--- src/hdl/npcs_pkg.sv ---
// ----------------------------------------------------------------------------
// npcs_pkg
// Shared constants and types for the nearest palette color search block.
// ----------------------------------------------------------------------------
package npcs_pkg;

	localparam int PALETTE_ENTRIES = 256;
	localparam int IDX_W           = $clog2(PALETTE_ENTRIES);

	localparam int CHAN_W   = 8;
	localparam int FIELD_W  = 5;
	localparam int COLOR_W  = 15;
	localparam int SQ_W     = 2 * CHAN_W;
	localparam int DIST_W   = 18;

	localparam logic FUNC_WRITE = 1'b0;
	localparam logic FUNC_QUERY = 1'b1;

	// tag that travels with each palette read through the scan pipeline
	typedef struct packed {
		logic             vld;
		logic             last;
		logic [IDX_W-1:0] idx;
	} scan_tag_t;

	typedef struct packed {
		logic [CHAN_W-1:0] blue;
		logic [CHAN_W-1:0] green;
		logic [CHAN_W-1:0] red;
	} rgb_t;

endpackage

--- src/hdl/npcs_dist_unit.sv ---
// ----------------------------------------------------------------------------
// npcs_dist_unit
// Shared distance unit: per-channel squared differences, registered, then
// summed into the squared RGB distance of one palette entry per cycle.
// ----------------------------------------------------------------------------
module npcs_dist_unit (
	input  logic                        clk,
	input  logic                        arst_n,
	input  npcs_pkg::rgb_t              query,
	input  npcs_pkg::scan_tag_t         tag_s1,
	input  npcs_pkg::rgb_t              entry_s1,
	output npcs_pkg::scan_tag_t         tag_s2,
	output logic [npcs_pkg::DIST_W-1:0] dist_s2
);
	import npcs_pkg::*;

	logic [CHAN_W-1:0] diff_r, diff_g, diff_b;
	logic [SQ_W-1:0]   sq_r_s2, sq_g_s2, sq_b_s2;

	always_comb begin
		diff_r = (query.red   >= entry_s1.red)   ? query.red   - entry_s1.red
		                                         : entry_s1.red   - query.red;
		diff_g = (query.green >= entry_s1.green) ? query.green - entry_s1.green
		                                         : entry_s1.green - query.green;
		diff_b = (query.blue  >= entry_s1.blue)  ? query.blue  - entry_s1.blue
		                                         : entry_s1.blue  - query.blue;
	end

	always_ff @(posedge clk) begin
		sq_r_s2 <= SQ_W'(diff_r) * SQ_W'(diff_r);
		sq_g_s2 <= SQ_W'(diff_g) * SQ_W'(diff_g);
		sq_b_s2 <= SQ_W'(diff_b) * SQ_W'(diff_b);
	end

	always_ff @(posedge clk or negedge arst_n) begin
		if (!arst_n) begin
			tag_s2 <= '0;
		end else begin
			tag_s2 <= tag_s1;
		end
	end

	assign dist_s2 = DIST_W'(sq_r_s2) + DIST_W'(sq_g_s2) + DIST_W'(sq_b_s2);

endmodule

--- config.mk ---
export PLATFORM = sky130hd
export DESIGN_NAME = npcs_dist_unit
export DESIGN_NICKNAME = d
export VERILOG_FILES = /design/src/hdl/npcs_pkg.sv /design/src/hdl/npcs_dist_unit.sv
export SDC_FILE = /design/constraint.sdc
export NUM_CORES = 1
export LEC_CHECK = 0
export ABC_AREA = 1
export BUFFER_PORTS_ARGS = -buffer_cell sky130_fd_sc_hd__buf_2
export CAP_MARGIN = 20
export CELL_PAD_IN_SITES_DETAIL_PLACEMENT = 0
export CELL_PAD_IN_SITES_GLOBAL_PLACEMENT = 1
export CORE_MARGIN = 8
export CORE_UTILIZATION = 46
export CTS_CLUSTER_DIAMETER = 50
export DETAILED_ROUTE_END_ITERATION = 10
export GPL_ROUTABILITY_DRIVEN = 1
export PLACE_DENSITY = 0.81
export SKIP_LAST_GASP = 1
export SYNTH_ARGS = -nofsm -noshare
export SYNTH_HDL_FRONTEND = slang
export SYNTH_SLANG_ARGS = --single-unit
--- constraint.sdc ---
create_clock -name clk -period 2.45 [get_ports clk]
set_input_delay 0.3675 -clock clk [delete_from_list [all_inputs] [get_ports clk]]
set_output_delay 0.3675 -clock clk [all_outputs]
set_load 0.02 [all_outputs]
==> metrics.md <==
| Metric | Value |
|---|---|
| Maximum fanout along the worst path | `8` |
| Final-report max-slew violation count | `0` |
| Slowest stage delay, CP | `0.56 ns` |
| Most frequent cells in the layout | `262 x sky130_fd_sc_hd__buf_4, 245 x sky130_fd_sc_hd__inv_1, 232 x sky130_fd_sc_hd__nand2_1` |
| Antenna diodes | `0` |
| Capturing element type of the critical path | `flop` |
| Initial core utilization | `46.8%` |
| GRT Util Overall | `20.6%` |
| F_max | `209 MHz` |
| Area delta synth->final | `60.0%` |
| Cells along the critical path | `buf_2 > ha_1 > nand2_2 > inv_1 > a21oi_2 > nand3_4 > nand2_2 > nand2_4 > nor2_4 > inv_2 > fa_1 > inv_2 > fa_2 > inv_2 > fa_1 > fa_1 > inv_2 > ha_4 > a21oi_2 > o21a_1 > nand2_2 > a21oi_2 > o21bai_4 > nand2_1` |
| Critical path type | `input port to flop` |
| Arrival time of data at the critical path endpoint | `4.98 ns` |
| Vias in the first global route | `10021` |
| Routed Antenna Nets | `0` |
| Global-route wire length before repair | `45500 um` |
| Hold worst-path end | `tag_s2[5]` |
| Syn_area_per_cell | `7.29 sq um` |
| Max capacitance violation total | `0` |
| Failing checks | `negative setup slack` |
| Initial antenna violation count | `0` |
| Die Y-Extent | `162 um` |
| Req. time, crit path | `2.64 ns` |
| Share of the synthesized area in the top cell type | `19.7%` |
| Ratio of final minimum period to clock period | `195%` |
| Standard cell with the maximum stage delay on the critical path | `sky130_fd_sc_hd__fa_2` |
| Library cell used as clock root buffer | `sky130_fd_sc_hd__clkbuf_16` |
| Number of H-tree levels | `2` |
| Drt first-iter violations | `341` |
| PnR worst setup slack | `-2.34 ns` |
| DIE AREA | `26300 sq um` |
| Synthesized cell area | `9840 sq um` |
| Total clock buffers created by CTS | `5` |
| Worst hold-check slack | `0.173 ns` |
| Hold Path Cell Cnt | `1` |
| Post-route minimum period | `4.79 ns` |
| Filler Cells Inserted | `1475` |
| Netlist cell types | `39` |
| HP Start | `tag_s1[5]` |
| Input/output buffers | `87` |
| Most common cell after layout, fill and taps aside | `sky130_fd_sc_hd__buf_4` |
| Detailed placer's ending HPWL | `20800 um` |
| Post-Syn Instances | `1349` |
| Warnings, synthesis | `0` |
| Unrepaired setup endpoints after global routing | `true` |
| Maximum root-to-sink buffer count | `2` |
| First drt pass iteration count | `5` |
| Clock transition at the registers of the reported paths | `0.07 ns` |
| Path category of the worst min-delay check | `input port to flop` |
| DIE WIDTH | `162 um` |
| CTS Sinks | `55` |
| Critical path buffer and inverter count | `6` |
| Cell types with the largest area share after synthesis | `sky130_fd_sc_hd__fa_1 20%, sky130_fd_sc_hd__ha_1 19%, sky130_fd_sc_hd__nand2_1 12%, sky130_fd_sc_hd__inv_1 12%, sky130_fd_sc_hd__dfxtp_1 9.2%` |
| Remaining design rule violation count | `0` |
| Site row count | `53` |
| Critical Path Source Type | `input port` |
| Final Wtd Congestion | `0.845` |
| Final setup viols | `52` |
| DR vias/cell | `4.81` |
| Share of layout cells above drive strength 1 | `47.3%` |
| CTS tree | `built` |
| Result of the run | `finished with violations` |
| Register bit total from synthesis | `55` |
| Kind of cell adding the most delay to the critical path | `adder cells` |
| Average wire per cell in the routed design | `13.9 um` |
| Largest net degree at the start of global routing | `18` |
| Final hold vios | `0` |
| Critical Path Most Common Cell | `sky130_fd_sc_hd__inv_2` |
| Nets | `2065` |
| IO Count | `88` |
| Vias | `9786` |
| Total congestion overflow after global routing | `0` |
| Detailed-route wire length | `28300 um` |
| Floorplan core area | `21000 sq um` |
| Area leader, netlist | `sky130_fd_sc_hd__fa_1` |
| Seq/Total Area, Yosys | `11.7%` |
-- Yosys cell counts (all sizes together) --
library cell,number
nor3,4
o21a,1
or2,3
inv,312
fa,97
ha,149
conb,1
a21oi,57
nand4,10
xnor2,20
o21ai,26
a21o,6
a21boi,6
buf,6
nand2,341
dfxtp,45
o21bai,15
and3,2
a31oi,3
o2111ai,3
dfrtp,10
xor2,43
nand3,63
nor2,126
-- what timing repair did --
item	CTS	global route
endpoints found under the setup margin	51	53
resized for setup	283	144
setup buffers	50	26
gates cloned	1	0
hold buffers	1	0
pin swaps	154	115
endpoints found under the hold margin	10	0
-- registers in the layout (all words and copies together) (netlist names) --
register	cells
sq_g_s2	15
sq_b_s2	15
tag_s2	10
sq_r_s2	15
-- routing by layer --
metal | routed length [um] | up-vias | track usage [%]
li1 | - | 4930 | -
met4 | 743 | 0 | 5.35
met3 | 1030 | 55 | 2.18
met5 | 0 | - | 0
met2 | 14300 | 199 | 36.8
met1 | 12300 | 4602 | 25.8
-- logic make-up after synthesis --
| kind of cell | after synthesis | synth area share, % |
|---|---|---|
| buffers and inverters | 318 | 12.5 |
| AO/OA/AOI/OAI | 117 | 7.12 |
| adder cells (fa/ha/maj) | 246 | 38.7 |
| flip-flops | 55 | 11.7 |
| AND/OR/NAND/NOR | 549 | 24.4 |
| XOR/XNOR | 63 | 5.61 |
| other | 1 | 0.0381 |
-- metrics by stage --
stage	util (%)	worst slack [ns]	area, sq um	setup TNS [ns]	std cells
2_1_floorplan	-	-2.43	10600	-72.20	1351
3_3_place_gp	62.8	-2.66	13200	-87.01	1959
3_5_place_dp	62.8	-2.74	13200	-90.51	1959
4_1_cts	71.1	-2.29	14900	-74.85	2016
5_1_grt	74.9	-2.55	15700	-86.28	2035
6_report	74.9	-2.34	15700	-78.67	2035
-- area by class of cell --
type,instances,area [sq um],area share [%]
Clock buffer,6,129,0.819
Tap cell,275,344,2.19
Multi-Input combinational cell,979,9610,61.1
Inverter,312,1260,8.01
Clock inverter,2,13.8,0.0874
Timing Repair Buffer,406,3220,20.5
Sequential cell,55,1160,7.39
-- worst max-delay path by stage --
stage | start | to | cells past startpoint
floorplan | query[0] | sq_r_s2[13] | 29
global placement | query[0] | sq_r_s2[13] | 30
detailed placement | query[0] | sq_r_s2[13] | 30
CTS | query[16] | sq_b_s2[15] | 26
global route | query[16] | sq_b_s2[13] | 26
finish | query[23] | sq_b_s2[15] | 24
Power is not shown: default switching activity piles up to over one toggle a cycle in this logic, so the estimate is an artifact.
